===== config.mk =====
export PLATFORM = sky130hd
export DESIGN_NAME = vpt_rem
export DESIGN_NICKNAME = d
export VERILOG_FILES = /design/src/sv/vpt_pkg.sv /design/src/sv/vpt_rem.sv
export SDC_FILE = /design/constraint.sdc
export NUM_CORES = 1
export LEC_CHECK = 0
export ABC_AREA = 0
export BUFFER_PORTS_ARGS = -buffer_cell sky130_fd_sc_hd__buf_2
export CORE_MARGIN = 10
export CORE_UTILIZATION = 51
export DETAILED_ROUTE_END_ITERATION = 7
export PLACE_DENSITY = 0.74
export SLEW_MARGIN = 20
export SYNTH_ARGS = -nofsm -noshare
export SYNTH_HDL_FRONTEND = slang
export SYNTH_SLANG_ARGS = --single-unit

===== constraint.sdc =====
create_clock -name clock -period 2 [get_ports clock]
set_clock_uncertainty 0.1 [all_clocks]
set_input_delay 0.3 -clock clock [delete_from_list [all_inputs] [get_ports clock]]
set_output_delay 0.3 -clock clock [all_outputs]
set_load 0.1 [all_outputs]

===== src/sv/vpt_pkg.sv =====
package vpt_pkg;

   localparam int ADDR_W     = 14;
   localparam int VRAM_DEPTH = 16384;

   typedef enum logic [2:0] {
      K_CTRL_WR = 3'd0,
      K_CTRL_RD = 3'd1,
      K_DATA_RD = 3'd2,
      K_DATA_WR = 3'd3,
      K_TICK    = 3'd4,
      K_H_RD    = 3'd5,
      K_V_RD    = 3'd6,
      K_NOP     = 3'd7
   } kind_type;

   typedef enum logic [1:0] {
      CODE_VRAM_RD = 2'd0,
      CODE_VRAM_WR = 2'd1,
      CODE_REG_WR  = 2'd2,
      CODE_CRAM_WR = 2'd3
   } cmd_code_type;

   typedef enum logic [1:0] {
      BK_CLEAR,
      BK_IDLE,
      BK_FILL,
      BK_DIVIDE
   } back_state_type;

   typedef struct packed {
      kind_type    kind;
      logic [7:0]  data;
   } entry_type;

   typedef struct packed {
      logic done;
      logic zero;
   } rem_stat_type;

   localparam logic [3:0] REG_MODE0    = 4'd0;
   localparam logic [3:0] REG_MODE1    = 4'd1;
   localparam logic [3:0] REG_LINE_CNT = 4'd10;

   localparam logic [1:0] VARIANT_PAL = 2'd1;

   localparam logic [8:0] DOT_WRAP    = 9'd342;
   localparam logic [8:0] DOT_EVENT   = 9'd256;
   localparam logic [8:0] LINES_NTSC  = 9'd262;
   localparam logic [8:0] LINES_PAL   = 9'd313;

   localparam logic [8:0] HEIGHT_SMALL = 9'd192;
   localparam logic [8:0] HEIGHT_MID   = 9'd224;
   localparam logic [8:0] HEIGHT_LARGE = 9'd240;

   localparam logic [8:0] V_NTSC_SMALL = 9'h0DB;
   localparam logic [8:0] V_NTSC_MID   = 9'h0EB;
   localparam logic [8:0] V_NTSC_SHIFT = 9'h006;
   localparam logic [8:0] V_PAL_SMALL  = 9'h0F3;
   localparam logic [8:0] V_PAL_MID    = 9'h103;
   localparam logic [8:0] V_PAL_LARGE  = 9'h10B;
   localparam logic [8:0] V_PAL_SHIFT  = 9'h039;

endpackage


===== src/sv/vpt_rem.sv =====
module vpt_rem
   import vpt_pkg::*;
(
   input  logic         clock,
   input  logic         reset,
   input  logic         start,
   input  logic [7:0]   dividend,
   input  logic [7:0]   divisor,
   output rem_stat_type stat
);

   logic       busy_ff, busy_in;
   logic       done_ff, done_in;
   logic [2:0] step_ff, step_in;
   logic [7:0] rem_ff, rem_in;
   logic [7:0] shift_ff, shift_in;
   logic [7:0] div_ff, div_in;
   logic [8:0] trial;

   assign stat.done = done_ff;
   assign stat.zero = (rem_ff == 8'd0);

   // one restoring step per cycle, eight steps per check
   always_comb begin
      trial    = {rem_ff, shift_ff[7]};
      busy_in  = busy_ff;
      done_in  = 1'b0;
      step_in  = step_ff;
      rem_in   = rem_ff;
      shift_in = shift_ff;
      div_in   = div_ff;
      if (start) begin
         busy_in  = 1'b1;
         step_in  = 3'd0;
         rem_in   = 8'd0;
         shift_in = dividend;
         div_in   = divisor;
      end else if (busy_ff) begin
         if (trial >= {1'b0, div_ff}) begin
            rem_in = 8'(trial - {1'b0, div_ff});
         end else begin
            rem_in = trial[7:0];
         end
         shift_in = {shift_ff[6:0], 1'b0};
         step_in  = step_ff + 3'd1;
         if (step_ff == 3'd7) begin
            busy_in = 1'b0;
            done_in = 1'b1;
         end
      end
   end

   always_ff @(posedge clock) begin
      if (reset) begin
         busy_ff <= 1'b0;
         done_ff <= 1'b0;
         step_ff <= 3'd0;
      end else begin
         busy_ff <= busy_in;
         done_ff <= done_in;
         step_ff <= step_in;
      end
   end

   always_ff @(posedge clock) begin
      rem_ff   <= rem_in;
      shift_ff <= shift_in;
      div_ff   <= div_in;
   end

endmodule


# After elaboration in Yosys (flattened, before gate mapping)

Cells that the tools add are included.

Bits in registers: 29
Input port bits: 19
Output and inout bits: 2

Add/sub/neg operators: 2
Order comparisons: 1
Equality and inequality tests: 1
Multiplexer cells: 7
Bitwise operators: 1
Reduce and logical (&&, ||, !) cells: 4

Operator list:

| operator              | count |
|---|---|
| $mux W8               | 3 |
| $ge A9 B8 Y1          | 1 |
| $logic_not A8 Y1      | 1 |
| $sub A8 B8 Y8         | 1 |
| $mux W1               | 4 |
| $add A3 B1 Y3 const B | 1 |
| $eq A3 B3 Y1 const B  | 1 |
| $reduce_or A3 Y1      | 1 |
| $reduce_bool A2 Y1    | 1 |
| $reduce_or A2 Y1      | 1 |
| $not A1 Y1            | 1 |

# Longest topological paths before layout

Gate-level depths: netlist of the first run.

Word-level depth: 4
Mapped depth: 8

# Least setup slack after synthesis of the first run

OpenSTA, ideal clock, no wires.

Path kind: register to output
From: reg rem_ff[4]
To: out stat[0] (netlist bit)
Data arrival time: 2,095 ps
Required time: 1,600 ps
Setup slack: -495 ps
Cell stages (with the launch flop): 3
Path buffers: 0
Cell sequence: dfxtp_1 -> or4_1 -> nor2_1

RTL lines:

| item                   | line          | RTL |
|---|---|---|
| start, declared        | vpt_rem.sv:15 | `logic [7:0] rem_ff, rem_in;` |
| start signal, assigned | vpt_rem.sv:66 | `rem_ff <= rem_in;` |
| end, declared          | vpt_rem.sv:9  | `output rem_stat_type stat` |

# Worst setup path after layout of the first run

From: reg div_ff[0]
To: reg rem_ff[6]

Word-level cells in the longest chain between the ends: 2
Elaborated cells between the ends (all ways): 3

RTL lines:

| item                                                 | line                         | RTL |
|---|---|---|
| start, declared                                      | vpt_rem.sv:17                | `logic [7:0] div_ff, div_in;` |
| start signal, assigned                               | vpt_rem.sv:68                | `div_ff <= div_in;` |
| $sub A8 B8 Y8 / $ge A9 B8 Y1 (equally long branches) | vpt_rem.sv:40, vpt_rem.sv:39 |  |
| $mux W8 *                                            | vpt_rem.sv:39                | `if (trial >= {1'b0, div_ff}) begin` |

Mark *: on every way between the ends. The rest lies on a longest branch, timed or not.
A chain may end at the register's enable or synchronous reset.

==> flow_summary.json, run 1 <==
{
  "outcome": "complete, but fails checks",
  "violations": "negative setup slack",
  "ir_drop_v": 0.0006996,
  "ff_latch_area_um2": 744.5,
  "htreeDepth": 2,
  "p_seq_share_pct": 36.0,
  "clock_latency_ns": 0.33,
  "clk_path_buf_depth": 2,
  "relSlewSlack_pct": 67.87,
  "area_growth_syn_to_layout_pct": 37.60,
  "cts-buffers-inserted": 5,
  "synth_fp_nets": 188,
  "viasPerCell": 5.455,
  "dr_total_vias": 1380,
  "yosysSeqAreaShare_pct": 43.56,
  "cp_data_required_time_ns": 2.16,
  "drv_cap": 0,
  "avgSynthCellArea_um2": 10.76,
  "cts_hold_buf": 0,
  "p_clk_share_pct": 30.1,
  "worstMarginPinSlew_ns": 0.4853,
  "cts_tree": "built",
  "synth_warnings": 0,
  "core.rowCount": 20,
  "rsz0062_at_grt": "yes",
  "setup_viol": 9,
  "async_flop_share_pct": 0,
  "switching_share_pct": 29.54,
  "grt_max_degree": 17,
  "drc": 0,
  "drt-initial-drc-count": 104,
  "die_h_um": 77.74,
  "ys.flop_type": "edfxtp_1",
  "max_freq_mhz": 461.6,
  "critPathArrivalTime_ns": 2.33,
  "portBuffers": 20,
  "nNetsFinal": 238,
  "synth.distinct_cells": 49,
  "p_leak_nw": 0.9804,
  "antenna_found_initial": 0,
  "synth_cells": 158,
  "worst_r2r_path_depth": 7,
  "grt_pass1_wl_um": 6417,
  "grtUsageTotal_pct": 12.98,
  "path_clk_slew_ns": 0.10,
  "cp-start-kind": "register",
  "synth_edf_count": 16,
  "cts_sinks": 29,
  "die-width_um": 77.74,
  "die-area_mm2": 0.006044,
  "globalRoute.totalOverflow": 0,
  "layout-drive-gt1-share_pct": 46.41,
  "p_per_area_mw_per_mm2": 851.2,
  "fin_crit_ns": 2.166,
  "multi_input_area_mm2": 0.001018,
  "hp-class": "input pin to register",
  "cp-end-kind": "register",
  "fin_setup_tns_ns": -0.6982,
  "ant_nets": 0,
  "hold_slack_ns": 0.03117,
  "nFillCells": 199,
  "finalHoldViolations": 0,
  "synth_area_mm2": 0.001700,
  "io_pins": 21,
  "start_util_pct": 54.36,
  "combPwrFrac_pct": 33.9,
  "antenna_cells": 0,
  "clockRootBuffer": "clkbuf_4",
  "crit_type": "register to register",
  "drt_wl_total_um": 4106,
  "fin_ws_ns": -0.1665,
  "first_global_vias": 1403,
  "finalCritPeriodShare_pct": 108.3,
  "place.gp.congestion": 0.8184,
  "switching_power_mw": 0.5882,
  "ys_seq_elements": 29,
  "drv_slew": 0,
  "first_pass_iters": 4,
  "p_int_mw": 1.403,
  "hold_depth": 1,
  "critical_path.max_fanout": 4,
  "routedWlPerCell_um": 16.23,
  "coreArea_mm2": 0.003128,
  "hpwl_um": 2841
}
[logic make-up after synthesis]
| kind of cell | after synthesis | synth area share [%] |
|---|---|---|
| AOI/OAI and AO/OA | 37 | 19.35 |
| xor gates and xnor gates | 4 | 2.061 |
| adders and majority gates | 11 | 8.536 |
| buffers and inverters | 21 | 5.078 |
| DFF | 29 | 43.56 |
| muxes | 9 | 5.813 |
| and+or+nand+nor | 47 | 15.60 |
[registers in the layout, indices dropped and copies added (netlist names)]
| register | cells |
|---|---|
| done_ff | 1 |
| div_ff | 8 |
| busy_ff | 1 |
| step_ff | 3 |
| shift_ff | 8 |
| rem_ff | 8 |
[layout make-up]
class | instances | share of cell area, %
multi-input cells | 108 | 43.53
flip-flops and latches | 29 | 31.82
repair buffers | 50 | 15.67
clock inverters | 3 | 2.781
well taps | 44 | 2.353
inverters | 14 | 2.246
clock buffers | 5 | 1.604
[cells in the final DEF (no fill, tap or decap), types with 3 or more instances in the layout]
| master | Yosys | layout |
|---|---|---|
| a21oi_1 | 6 | 5 |
| a311oi_1 | 3 | 3 |
| a31oi_1 | 3 | 3 |
| buf_2 | 0 | 19 |
| buf_4 | 1 | 23 |
| buf_6 | 0 | 7 |
| clkbuf_4 | 1 | 5 |
| dfxtp_1 | 13 | 10 |
| dfxtp_2 | 0 | 3 |
| edfxtp_1 | 16 | 16 |
| ha_1 | 10 | 8 |
| inv_1 | 13 | 11 |
| mux2_2 | 7 | 7 |
| nand2_1 | 4 | 4 |
| nand2b_1 | 5 | 3 |
| nor2_1 | 12 | 11 |
| nor3_1 | 5 | 5 |
| nor3b_1 | 4 | 4 |
| xnor2_1 | 3 | 3 |
[through the flow]
stage / utilization (%) / area (um2) / setup WS, ns / total power, mW / cells
finish: 74.80 / 2340 / -0.1665 / 1.992 / 253
global route: 74.80 / 2340 / -0.2440 / 2.085 / 253
CTS: 71.64 / 2241 / -0.1378 / 1.919 / 252
detailed placement: 65.40 / 2046 / -0.1527 / 1.270 / 240
global placement: 65.40 / 2046 / -0.08511 / 1.252 / 240
floorplan: - / 1722 / -0.06449 / 1.075 / 158
[per-layer routing]
| metal | vias up | track usage (%) | routed length, um |
|---|---|---|---|
| li1 | 690 | - | - |
| met3 | 11 | 5.184 | 289 |
| met1 | 636 | 15.68 | 1645 |
| met4 | 0 | 3.650 | 112 |
| met5 | - | 0 | 0 |
| met2 | 43 | 20.81 | 2058 |
[synth_stat cells, types with 3 or more instances]
cell type	n	share of area, %
dfxtp_1	13	15
nor3b_1	4	1.8
a21oi_1	6	1.8
nand2_1	4	0.88
ha_1	10	7.4
nor2b_1	4	1.5
nor2_1	12	2.6
xnor2_1	3	1.5
clkbuf_1	5	1.1
a311oi_1	3	1.5
inv_1	13	2.9
edfxtp_1	16	28
nand2b_1	5	1.8
mux2_2	7	4.6
a31oi_1	3	1.1
nor3_1	5	1.5
a211oi_1	4	1.8
[path summary, 6_finish.rpt]
| path | end | slack (ns) | start |
|---|---|---|---|
| worst max-delay path | rem_ff[6]$_SDFFE_PP0P_ | -0.17 | div_ff[0]$_DFFE_PP_ |
| worst min-delay path | div_ff[3]$_DFFE_PP_ | 0.03 | divisor[3] |
| worst max register to register | rem_ff[6]$_SDFFE_PP0P_ | -0.17 | div_ff[0]$_DFFE_PP_ |
| worst min register to register | step_ff[1]$_SDFFE_PP0P_ | 0.44 | step_ff[1]$_SDFFE_PP0P_ |
[critical path: stages (launching register included)]
cell	delay, ns
edfxtp_1	0.43
ha_4	0.19
fa_2	0.36
nand2b_4	0.16
a2111o_1	0.37
o311ai_1	0.09
a21bo_2	0.26
a211oi_2	0.15
[power by group through the flow]
stage | Combinational [mW] | Clock [mW] | Sequential (mW)
finish | 0.676 | 0.599 | 0.716
global route | 0.727 | 0.636 | 0.722
CTS | 0.603 | 0.603 | 0.713
detailed placement | 0.546 | 0 | 0.724
global placement | 0.530 | 0 | 0.721
floorplan | 0.360 | 0 | 0.715
[timing repair]
item	in CTS	in global routing
resized for setup	18	15
pin swaps	12	10
buffers inserted	4	1
setup endpoints to repair	9	9
Note: power is estimated with default switching activity, not from simulation.
==> run 2, diff against run 1 <==
- SETUP_SLACK_MARGIN: not set -> 0.1
==> run 2 against run 1 <==
The run still ends with negative setup slack left. Non-clock buffer count increased by 1. Critical path depth up 1. Worst hold slack improved by 0.0056 ns. Largest power group unchanged.
==> flow_summary.json, run 2 (synthesis results as in run 1) <==
{
  "clk_path_buf_depth": 2,
  "core.rowCount": 20,
  "htreeDepth": 2,
  "final_common_cell": "buf_4",
  "start_util_pct": 54.36,
  "area_growth_syn_to_layout_pct": 32.89,
  "crit_type": "register to register",
  "cts_tree": "built",
  "place.gp.congestion": 0.8181,
  "ant_nets": 0,
  "p_total_mw": 1.934,
  "violations": "negative setup slack",
  "first_global_vias": 1369,
  "drv_slew": 0,
  "critPathArrivalTime_ns": 2.34,
  "antenna_found_initial": 0,
  "relSlewSlack_pct": 68.08,
  "reg_top3": "div_ff (8), rem_ff (8), shift_ff (8)",
  "grt_max_degree": 17,
  "path_clk_slew_ns": 0.10,
  "cts_hold_buf": 0,
  "drc": 0,
  "cts-buffers-inserted": 5,
  "grt_pass1_wl_um": 6127,
  "fin_area_mm2": 0.002260,
  "nNetsFinal": 239,
  "die_h_um": 77.74,
  "placed_area_mm2": 0.002046,
  "first_pass_iters": 4,
  "crit_chain": "inv_2 -> ha_2 -> fa_2 -> nand2b_4 -> a2111o_1 -> o311ai_1 -> a21bo_2 -> a211oi_2",
  "fin_crit_ns": 2.181,
  "die-width_um": 77.74,
  "dp_cells": 240,
  "clock_latency_ns": 0.32,
  "rsz0062_at_grt": "yes",
  "io_pins": 21,
  "die-area_mm2": 0.006044,
  "coreArea_mm2": 0.003128,
  "cp_data_required_time_ns": 2.16,
  "worstMarginPinSlew_ns": 0.4789,
  "portBuffers": 20,
  "hold_slack_ns": 0.03673,
  "viasPerCell": 5.457,
  "final_cell_mix": "26 x buf_4, 19 x buf_2, 16 x edfxtp_1",
  "clockRootBuffer": "clkbuf_4",
  "setup_viol": 9,
  "antenna_cells": 0,
  "crit_slowest_cell": "fa_2",
  "drt_wl_total_um": 3702,
  "dr_total_vias": 1386,
  "fin_setup_tns_ns": -0.7120,
  "finalHoldViolations": 0,
  "layout-drive-gt1-share_pct": 41.90,
  "p_leak_nw": 0.9615,
  "routedWlPerCell_um": 14.57,
  "hpwl_um": 2813,
  "globalRoute.totalOverflow": 0,
  "drt-initial-drc-count": 105,
  "outcome": "complete, but fails checks",
  "cts_sinks": 29,
  "p_per_area_mw_per_mm2": 855.8,
  "drv_cap": 0,
  "finalCritPeriodShare_pct": 109.1,
  "fin_ws_ns": -0.1811,
  "critical_path.max_fanout": 4,
  "nFillCells": 211,
  "ir_drop_v": 0.0006560,
  "finalNonFillerCells": 254,
  "cp_num_buf_inv": 1,
  "cp-start-kind": "register",
  "max_freq_mhz": 458.5,
  "cp-end-kind": "register",
  "cpPeakStageDelay_ns": 0.36,
  "grtUsageTotal_pct": 12.37,
  "hp-class": "input pin to register",
  "critPathTopFamily": "compound AO/OA/AOI/OAI gates"
}
==> run 2: cell types whose count changed in the layout (fill, tap and decap cells not counted), sizes merged <==
cell	previous run	this run
buf	50	51
==> run 2: worst paths after layout <==
path | start | to | slack (ns) | cells past startpoint
setup / recovery | shift_ff[7]$_DFFE_PP_ | rem_ff[6]$_SDFFE_PP0P_ | -0.18 | 8
hold / removal | divisor[3] | div_ff[3]$_DFFE_PP_ | 0.04 | 1
setup reg to reg | shift_ff[7]$_DFFE_PP_ | rem_ff[6]$_SDFFE_PP0P_ | -0.18 | 8
hold reg to reg | step_ff[1]$_SDFFE_PP0P_ | step_ff[1]$_SDFFE_PP0P_ | 0.44 | 2
==> run 2: routing by layer <==
metal  wire length (um)  track usage [%]  up-vias
li1                   -                -      694
met3                222            5.184        4
met5                  0                0        -
met4                 21            2.920        0
met1               1731            15.03      648
met2               1727            19.82       40
==> run 2: cell type report <==
cell class	count	area [um2]	area share (%)
multi-input cells	108	939.7	41.58
flip-flops and latches	29	743.2	32.89
repair buffers	51	366.6	16.22
clock inverters	3	65.06	2.879
well taps	44	55.05	2.436
inverters	14	52.55	2.326
clock buffers	5	37.54	1.661
==> run 2: power breakdown <==
part / internal [mW] / leakage, nW / switching, mW
logic: 0.315 / 0.640 / 0.310
registers: 0.683 / 0.267 / 0.0300
clock network: 0.387 / 0.0552 / 0.209
total: 1.38 / 0.961 / 0.549
==> run 2: repair_timing <==
| action | in CTS | in global routing |
|---|---|---|
| pin swaps | 6 | 3 |
| setup endpoints to repair | 9 | 9 |
| buffers inserted | 3 | 3 |
| gates resized for setup | 13 | 4 |
==> run 2: through the flow <==
stage          utilization, %  setup WS, ns
6_report                72.24       -0.1811
5_1_grt                 72.24       -0.2754
4_1_cts                 70.76       -0.1504
3_5_place_dp            65.40       -0.1485
3_3_place_gp            65.40      -0.08513
2_1_floorplan               -      -0.06449
==> run 2: worst register-to-register path, cell delays in order (launching register included) <==
cell and delay, ns:
edfxtp_1 0.35, inv_2 0.04, ha_2 0.19, fa_2 0.36
nand2b_4 0.16, a2111o_1 0.36, o311ai_1 0.11, a21bo_2 0.28
a211oi_2 0.16
