$ cat src/sv/vpt_pkg.sv
package vpt_pkg;

   localparam int ADDR_W     = 14;
   localparam int VRAM_DEPTH = 16384;

   typedef enum logic [2:0] {
      K_CTRL_WR = 3'd0,
      K_CTRL_RD = 3'd1,
      K_DATA_RD = 3'd2,
      K_DATA_WR = 3'd3,
      K_TICK    = 3'd4,
      K_H_RD    = 3'd5,
      K_V_RD    = 3'd6,
      K_NOP     = 3'd7
   } kind_type;

   typedef enum logic [1:0] {
      CODE_VRAM_RD = 2'd0,
      CODE_VRAM_WR = 2'd1,
      CODE_REG_WR  = 2'd2,
      CODE_CRAM_WR = 2'd3
   } cmd_code_type;

   typedef enum logic [1:0] {
      BK_CLEAR,
      BK_IDLE,
      BK_FILL,
      BK_DIVIDE
   } back_state_type;

   typedef struct packed {
      kind_type    kind;
      logic [7:0]  data;
   } entry_type;

   typedef struct packed {
      logic done;
      logic zero;
   } rem_stat_type;

   localparam logic [3:0] REG_MODE0    = 4'd0;
   localparam logic [3:0] REG_MODE1    = 4'd1;
   localparam logic [3:0] REG_LINE_CNT = 4'd10;

   localparam logic [1:0] VARIANT_PAL = 2'd1;

   localparam logic [8:0] DOT_WRAP    = 9'd342;
   localparam logic [8:0] DOT_EVENT   = 9'd256;
   localparam logic [8:0] LINES_NTSC  = 9'd262;
   localparam logic [8:0] LINES_PAL   = 9'd313;

   localparam logic [8:0] HEIGHT_SMALL = 9'd192;
   localparam logic [8:0] HEIGHT_MID   = 9'd224;
   localparam logic [8:0] HEIGHT_LARGE = 9'd240;

   localparam logic [8:0] V_NTSC_SMALL = 9'h0DB;
   localparam logic [8:0] V_NTSC_MID   = 9'h0EB;
   localparam logic [8:0] V_NTSC_SHIFT = 9'h006;
   localparam logic [8:0] V_PAL_SMALL  = 9'h0F3;
   localparam logic [8:0] V_PAL_MID    = 9'h103;
   localparam logic [8:0] V_PAL_LARGE  = 9'h10B;
   localparam logic [8:0] V_PAL_SHIFT  = 9'h039;

endpackage

$ cat src/sv/vpt_front.sv
module vpt_front
   import vpt_pkg::*;
(
   input  logic       clock,
   input  logic       reset,
   input  logic       accept_en,
   input  logic       req_tvalid,
   output logic       req_tready,
   input  logic [7:0] req_tdata,
   input  logic [2:0] req_tuser,
   output logic       q_valid,
   output entry_type  q_entry,
   input  logic       q_pop
);

   entry_type  slot_ff [2];
   logic       wr_ptr_ff, wr_ptr_in;
   logic       rd_ptr_ff, rd_ptr_in;
   logic [1:0] count_ff, count_in;
   logic       push;
   entry_type  new_entry;

   assign req_tready = accept_en && (count_ff != 2'd2);
   assign push       = req_tvalid && req_tready;
   assign q_valid    = (count_ff != 2'd0);
   assign q_entry    = slot_ff[rd_ptr_ff];

   // classify: keep the bus byte only for the two write kinds
   always_comb begin
      new_entry.kind = kind_type'(req_tuser);
      case (new_entry.kind)
         K_CTRL_WR, K_DATA_WR: new_entry.data = req_tdata;
         default:              new_entry.data = 8'd0;
      endcase
   end

   always_comb begin
      wr_ptr_in = wr_ptr_ff ^ push;
      rd_ptr_in = rd_ptr_ff ^ q_pop;
      count_in  = count_ff;
      if (push && !q_pop) begin
         count_in = count_ff + 2'd1;
      end else if (!push && q_pop) begin
         count_in = count_ff - 2'd1;
      end
   end

   always_ff @(posedge clock) begin
      if (reset) begin
         wr_ptr_ff <= 1'b0;
         rd_ptr_ff <= 1'b0;
         count_ff  <= 2'd0;
      end else begin
         wr_ptr_ff <= wr_ptr_in;
         rd_ptr_ff <= rd_ptr_in;
         count_ff  <= count_in;
      end
   end

   always_ff @(posedge clock) begin
      if (push) begin
         slot_ff[wr_ptr_ff] <= new_entry;
      end
   end

endmodule

$ cat config.mk
export PLATFORM = sky130hd
export DESIGN_NAME = vpt_front
export DESIGN_NICKNAME = d
export VERILOG_FILES = /design/src/sv/vpt_pkg.sv /design/src/sv/vpt_front.sv
export SDC_FILE = /design/constraint.sdc
export NUM_CORES = 1
export LEC_CHECK = 0
export BUFFER_PORTS_ARGS = -buffer_cell sky130_fd_sc_hd__buf_2
export CAP_MARGIN = 15
export CORE_UTILIZATION = 45
export DETAILED_ROUTE_END_ITERATION = 6
export GPL_TIMING_DRIVEN = 0
export PLACE_DENSITY = 0.71
export SLEW_MARGIN = 20
export SYNTH_ARGS = -nofsm -noshare
export SYNTH_HDL_FRONTEND = slang
export SYNTH_SLANG_ARGS = --single-unit
export TNS_END_PERCENT = 20
$ cat constraint.sdc
create_clock -name clock -period 2.2 [get_ports clock]
set_clock_uncertainty 0.05 [all_clocks]
set_input_delay 0.11 -clock clock [delete_from_list [all_inputs] [get_ports clock]]
set_output_delay 0.11 -clock clock [all_outputs]
set_load 0.05 [all_outputs]
; ---- After elaboration in Yosys (flattened, before gate mapping)
; Memory sizes are Yosys's and may differ from the RTL's. A register that Yosys moved wholly into a read port is not among the register bits.
; Cells that the tools add are included.
[word_totals]
mem_count = 1
latchBits = 0
inputBits = 16
romBits = 0
regBits = 4
ram_bits = 22
elab_cells = 26
[op_classes]
div = 0
order_cmp = 0
multipliers = 0
eq_ne = 2
n_reduce_logical = 10
n_shift = 0
add_sub_neg = 2
mux = 6
bitwise_logic = 2
[memory_table]
columns = memory, depth, word_bits, rd, rd_clocked_by_memory_dff, wr, line
row1 = slot_ff, 2, 11, 1, 1, 1, vpt_front.sv:16  ; entry_type slot_ff [2];
[op_table]
columns = cell, count
row1 = two-way mux 8 bit, 1
row2 = logical AND 1 bit, 4
row3 = two-way mux 2 bit, 2
row4 = nonzero test 2 bit, 2
row5 = == test 3 x 2 -> 1 bit (second input constant), 1
row6 = logical NOT 3 bit, 1
row7 = two-way mux 1 bit, 3
row8 = adder 2 x 1 -> 2 bit (second input constant), 1
row9 = logical NOT 1 bit, 2
row10 = inequality test 2 bit (second input constant), 1
row11 = OR reduction 2 bit, 1
row12 = subtractor 2 x 1 -> 2 bit (second input constant), 1
row13 = bitwise XOR 1 bit, 2

; ---- Logic depth before layout (Yosys ltp)
; Gate-level depths: netlist of run 1.
[depth]
ltp_word = 7
depth_mapped = 7

; ---- Worst setup path after synthesis of run 1
; No wires, ideal clock.
[synth_timing]
kind = reg2reg
startpoint = reg count_ff[0]
endpoint = reg count_ff[1]
arrival_ps = 2608
t_required_ps = 2080
path_stages_with_launch = 7
synth_period_minus_slack_ps = 2728
path_slack_ps = -528
path_cell_list = dfxtp_1 > inv_1 > a21boi_0 > and2_1 > ha_1 > or3_1 > a21oi_1
[synth_between]
elab_chain_cells = 6
elab_cells_between_ends = 11
[synth_lines]
columns = item, line
row1 = start: declaration, vpt_front.sv:19  ; logic [1:0] count_ff, count_in;
row2 = start signal: assignment, vpt_front.sv:56  ; count_ff <= count_in;
row3 = inequality test 2 bit (*), vpt_front.sv:23  ; assign req_tready = accept_en && (count_ff != 2'd2);
row4 = logical AND 1 bit (*), vpt_front.sv:23
row5 = named net req_tready, vpt_front.sv:8  ; output logic req_tready,
row6 = logical AND 1 bit (*), vpt_front.sv:24  ; assign push = req_tvalid && req_tready;
row7 = logical NOT 1 bit, vpt_front.sv:43  ; end else if (!push && q_pop) begin
row8 = logical AND 1 bit, vpt_front.sv:43
row9 = nonzero test 2 bit (no source line), -
; Mark *: on every way through the listed nets, which the timed path passes. The rest lies on a longest branch. The select of a mux whose other input is x is not followed.
; A chain may end at the register's enable or synchronous reset.

; ---- Worst setup path after layout of run 1
[layout_timing]
startpoint = reg count_ff[0]
endpoint = mem slot_ff[1][4] in the netlist's numbering, enable pin
[layout_between]
elab_chain_cells = 5
[layout_lines]
columns = item, line
row1 = inequality test 2 bit, vpt_front.sv:23
row2 = logical AND 1 bit, vpt_front.sv:23
row3 = logical AND 1 bit, vpt_front.sv:24
row4 = two-way mux 1 bit, vpt_front.sv:61  ; if (push) begin
row5 = two-way mux 1 bit (not written as such), vpt_front.sv:62  ; slot_ff[wr_ptr_ff] <= new_entry;
row6 = end: declaration, vpt_front.sv:16
; No other way between the ends.

==> results of run 1 <==
## layer usage
layer  vias up  part of all wire
met3         2             0.046
li1        314                 -
met5         -                 0
met2        14              0.55
met1       305              0.40
met4         0            0.0080
## sequential cells by signal, indices dropped and copies added (netlist names)
signal and flops:
slot_ff 22, rd_ptr_ff 1, wr_ptr_ff 1, count_ff 2
## where the power goes
group          switching [W]  leakage, nW  internal (W)
sequential         0.0000143        0.238      0.000567
combinational       0.000163        0.279     0.0000820
clock               0.000128       0.0150     0.0000706
total               0.000305        0.531      0.000720
## worst register-to-register path, cell delays in order (launching register included)
cell and delay [ns]:
dfxtp_1 0.42, inv_1 0.08, a21boi_2 0.15, and2_1 0.19, ha_1 0.51
## worst min path at each step
stage | startpoint | end | slack (ns)
5_1_grt | req_tdata[3] | slot_ff[1][3]$_DFFE_PP_ | 0.03
3_3_place_gp | reset | wr_ptr_ff$_SDFF_PP0_ | 0.27
6_report | req_tdata[3] | slot_ff[0][3]$_DFFE_PP_ | 0.05
4_1_cts | req_tdata[3] | slot_ff[0][3]$_DFFE_PP_ | 0.04
3_5_place_dp | req_tuser[2] | slot_ff[0][10]$_DFFE_PP_ | 0.27
2_1_floorplan | reset | wr_ptr_ff$_SDFF_PP0_ | 0.13
## metrics by stage
stage          utilization  hold slack (ns)
3_3_place_gp         0.558            0.274
3_5_place_dp         0.558            0.273
2_1_floorplan            -            0.127
6_report             0.592           0.0452
4_1_cts              0.592           0.0408
5_1_grt              0.592           0.0326
## layout make-up
cell class                 count  area, sq um
multi-input combinational     36          302
buffer                         1         5.00
sequential                    26          741
tap                           28         35.0
timing repair buffer          33          190
inverter                       3         11.3
fill                         200          902
clock buffer                   4         26.3
## cell families (layout without fill, tap and decap cells)
logic type	count (synthesis)	in the layout
adder cells (fa/ha/maj)	3	3
multiplexers	11	11
flip-flops	26	26
AND/OR/NAND/NOR	15	15
AO/OA/AOI/OAI	3	3
buffers and inverters	4	41
XOR/XNOR	4	4
## layout by cell type, fill, tap and decap left out
cell type / n
and2_1: 9
xnor2_1: 1
dlygate4sd3_1: 5
nor2_1: 4
a21oi_1: 1
edfxtp_1: 22
or3_1: 1
clkbuf_1: 1
mux2_2: 11
clkbuf_4: 3
xor2_1: 3
inv_1: 3
buf_2: 29
dfxtp_1: 4
a21boi_2: 1
ha_1: 3
or2_2: 1
o21ai_0: 1
==> results.cfg, run 1 <==
[worst_hold_path]
hold_depth = 2
hold_class = input port to register

[global_route]
grt_pass1_vias = 578
grt_usage = 0.138
grt_start_max_net_pins = 15
met1_usage = 0.150
use_met2 = 0.253
grt.busiest_layer = met2
gr-total-overflow = 0
grt_pass1_wl_um = 2490
grt_antenna_before_repair = 0
grtUsageMet3 = 0.0333

[power]
power_w = 0.00103
powerDensity_nw_per_um2 = 783
ir_drop_mv = 0.458
p_leak_nw = 0.531

[critical_path]
rr_startpoint = count_ff[0]$_SDFFE_PP0P_
cp_slowest_cell = ha_1
worstPathMaxFanout = 11
worstSetupStartpointType = register
crit_end = slot_ff[1][4]$_DFFE_PP_
worstPathCellList = inv_1 -> a21boi_2 -> and2_1 -> ha_1
regToRegSetupSlack_ns = 0.46
arrival_ns = 1.66
worst-setup-path-type = register to register
cp_num_buf_inv = 1
startpoint = count_ff[0]$_SDFFE_PP0P_
cp_top_family = adder cells
endpoint_kind = register
r2r_end = slot_ff[1][4]$_DFFE_PP_
required_ns = 2.11
cp.depth = 4
r2r.worst_path.cells = 4
critical-path-max-stage-delay_ns = 0.51

[routing]
vias_per_cell = 4.85
ant_nets = 0
vias = 635
drt_first_pass_iters = 2
drt-initial-drc-count = 6
drc = 0
drt_wl_total_um = 1620
wire_per_inst_um = 12.4

[floorplanning]
fp-row-count = 17
dieArea_sq_um = 2540
die_w_um = 50.4
ios = 29
core-area_sq_um = 2210
initial_core_util = 0.477
die_h_um = 50.4

[timing]
worst_slew_pin_slew_ns = 0.539
timing.fmax_mhz = 573
setup_slack_ns = 0.456
finalHoldViolations = 0
fin_crit_sh = 0.793
finalCriticalPeriod_ns = 1.74
setup_viol = 0
setup-tns-final_ns = 0
relSlewSlack = 0.641
slew_violations = 0
rsz0062_at_grt = false

[cts]
cts_htree_levels = 1
path_clk_slew_ns = 0.13
max-clock-path-buffers = 2
post-cts-setup-buffers = 0
cts_sinks = 26
cts-resized-gates = 0
cts_tree = done
cts_root_buf = clkbuf_4
clock_latency_ns = 0.30
cts-buffers-inserted = 3
ctsHoldBuffers = 5

[synth]
synth-xor-area-share = 0.0332
synth.distinct_cells = 15
synth_area_sq_um = 1050
yosys-top-cells-area = edfxtp_1, mux2_2, dfxtp_1, and2_1, ha_1
synth_top_family_by_area = multiplexers
synthTopCellsByCount = edfxtp_1, mux2_2, and2_1
synth_cells = 66
synth_edf_count = 22
ys_ff_latch = 26
synth_top_cell_by_area = edfxtp_1
netlist.area_leader.share = 0.626
yosysWarnings = 0
synthAdderAreaFrac = 0.0356
synth-simple-area-share = 0.0795
synthesis.nets = 85
yosysMostFrequentCell = edfxtp_1
ys.flop_type = edfxtp_1
avgSynthCellArea_sq_um = 16.0
async_flop_share = 0
synth_mux_area_frac = 0.117
synth-compound-area-share = 0.0166
yosysSeqAreaShare = 0.702

[cells_and_area]
fin_area_sq_um = 1310
final_cells = 131
fin_nets = 123
diodes = 0
final_layout_size_suffix_gt1_frac = 0.437
area_growth_pct = 24.2

[placement]
pre_cts_slack_ns = 0.448
io_buffer_count = 28
hpwl_um = 1110
placed_cell_area_sq_um = 1230
gp_congestion = 0.741
place_inst = 122

[outcome]
status = finished, final reports clean

[run]
maxCapViolations = 0
No activity file was read; power rests on OpenSTA's default activity.
==> run 2, diff against run 1 <==
==> constraint.sdc (replaced) <==
create_clock -name clock -period 1.7 [get_ports clock]
set_clock_uncertainty 0.05 [all_clocks]
set_input_delay 0.085 -clock clock [delete_from_list [all_inputs] [get_ports clock]]
set_output_delay 0.085 -clock clock [all_outputs]
set_load 0.05 [all_outputs]
==> run 2 against run 1 <==
- combinational power grew 34%
- sequential share of layout area shrank 1.2 points
- first-iteration DRC count grew 100%
- via count shrank 3.3%
- flip-flop and latch count is the same
- die area is the same
- final cell count is the same
- clock power grew 28%
- total power grew 31%
- worst setup slack lost 0.35 ns
- critical path depth shrank 1
- sequential power grew 30%
==> results.cfg, run 2 (synthesis gave the netlist of run 1 again) <==
[cts]
clock_latency_ns = 0.30
cts_tree = done
path_clk_slew_ns = 0.13
cts-buffers-inserted = 3
cts_sinks = 26
max-clock-path-buffers = 2
cts_root_buf = clkbuf_4
cts_htree_levels = 1

[routing]
vias = 614
wire_per_inst_um = 12.2
vias_per_cell = 4.69
drc = 0
drt_wl_total_um = 1600
drt-initial-drc-count = 12
drt_first_pass_iters = 4
ant_nets = 0

[floorplanning]
die_h_um = 50.4
dieArea_sq_um = 2540
initial_core_util = 0.477
die_w_um = 50.4
ios = 29
fp-row-count = 17
core-area_sq_um = 2210

[power]
powerDensity_nw_per_um2 = 999
ir_drop_mv = 0.538
p_leak_nw = 0.534

[critical_path]
arrival_ns = 1.46
endpoint_kind = output port
regToRegSetupSlack_ns = 0.17
worstPathMaxFanout = 10
r2r.worst_path.cells = 6
worstPathCellList = buf_4 -> mux2_2 -> buf_2
r2r_end = count_ff[1]$_SDFFE_PP0P_
required_ns = 1.56
rr_startpoint = count_ff[0]$_SDFFE_PP0P_
worstSetupStartpointType = register
critical-path-max-stage-delay_ns = 0.38
worst-setup-path-type = register to output port
cp_slowest_cell = dfxtp_1

[cells_and_area]
fin_nets = 123
largest_reg_flops = 22
layout_common_cells = buf_2, edfxtp_1, mux2_2, and2_1, dlygate4sd3_1
final_layout_size_suffix_gt1_frac = 0.495
seqCellArea_sq_um = 742
area_growth_pct = 27.2
fillers = 194
largest_register = slot_ff
reg_top3 = slot_ff (22), count_ff (2)
final_cells = 131
diodes = 0
layout.cells.most_common = buf_2
multi_input_area_sq_um = 329

[global_route]
grt_pass1_wl_um = 2470
grt_antenna_before_repair = 0
grt_pass1_vias = 538
grt_usage = 0.141
gr-total-overflow = 0
grt_start_max_net_pins = 15

[placement]
place_inst = 122
hpwl_um = 1120
gp_congestion = 0.784
io_buffer_count = 28

[timing]
setup_viol = 0
slew_violations = 0
whs_ns = 0.0111
finalCriticalPeriod_ns = 1.60
relSlewSlack = 0.727
fin_crit_sh = 0.939
rsz0062_at_grt = false
timing.fmax_mhz = 627
finalHoldViolations = 0
worst_slew_pin_slew_ns = 0.407

[worst_hold_path]
hold_path.startpoint = req_tdata[5]
hold_end = slot_ff[1][5]$_DFFE_PP_
hold_class = input port to register
hold_depth = 2

[outcome]
status = finished, final reports clean

[run]
maxCapViolations = 0
## run 2: repair_timing
action,in CTS,in global routing
setup endpoints to repair,1,13
endpoints found under the hold margin,10,0
gates resized for setup,1,2
hold buffers,5,0
buffers inserted,0,0
cloned,0,0
## run 2: layout make-up
cell class | instances | share of cell area
repair buffers | 33 | 0.142
multi-input cells | 36 | 0.245
inverters | 3 | 0.00840
flip-flops and latches | 26 | 0.553
plain buffers | 1 | 0.00560
well taps | 28 | 0.0261
clock buffers | 4 | 0.0196
## run 2: worst max-delay path, delay by kind of cell (launching register included)
| kind | cells | cell delay [ns] |
|---|---|---|
| buf+inv | 2 | 0.42 |
| flops | 1 | 0.38 |
| mux | 1 | 0.35 |
## run 2: where the power goes
part | internal (W) | switching, W | total (W)
registers | 0.000735 | 0.0000219 | 0.000757
logic | 0.000116 | 0.000213 | 0.000329
clock network | 0.0000917 | 0.000162 | 0.000254
## run 2: worst max path at each step
| stage | from | to | slack, ns | cells past startpoint |
|---|---|---|---|---|
| 2_1_floorplan | count_ff[0]$_SDFFE_PP0P_ | slot_ff[1][0]$_DFFE_PP_ | -0.05 | 4 |
| 3_3_place_gp | count_ff[0]$_SDFFE_PP0P_ | slot_ff[1][3]$_DFFE_PP_ | 0.1 | 4 |
| 3_5_place_dp | count_ff[0]$_SDFFE_PP0P_ | slot_ff[0][5]$_DFFE_PP_ | 0.06 | 4 |
| 4_1_cts | count_ff[0]$_SDFFE_PP0P_ | slot_ff[0][10]$_DFFE_PP_ | 0.04 | 4 |
| 5_1_grt | rd_ptr_ff$_SDFF_PP0_ | q_entry[6] | 0.02 | 3 |
| 6_report | rd_ptr_ff$_SDFF_PP0_ | q_entry[6] | 0.10 | 3 |
## run 2: metrics by stage
stage	util	setup TNS [ns]	worst slack [ns]	power [W]	area, sq um
3_5_place_dp	0.568	0	0.0566	0.00109	1260
2_1_floorplan	-	-1.02	-0.0451	0.00102	1080
5_1_grt	0.606	0	0.0181	0.00141	1340
4_1_cts	0.604	0	0.0419	0.00136	1340
6_report	0.606	0	0.104	0.00134	1340
3_3_place_gp	0.568	0	0.0952	0.00109	1260
## run 2: metal layers
layer / GRT usage / share of wire / wire (um) / vias up
met2: 0.244 / 0.52 / 836 / 16
met3: 0.0212 / 0.037 / 59 / 5
met1: 0.157 / 0.41 / 656 / 285
met4: 0.0972 / 0.028 / 45 / 0
met5: 0 / 0 / 0 / -
li1: - / - / - / 308
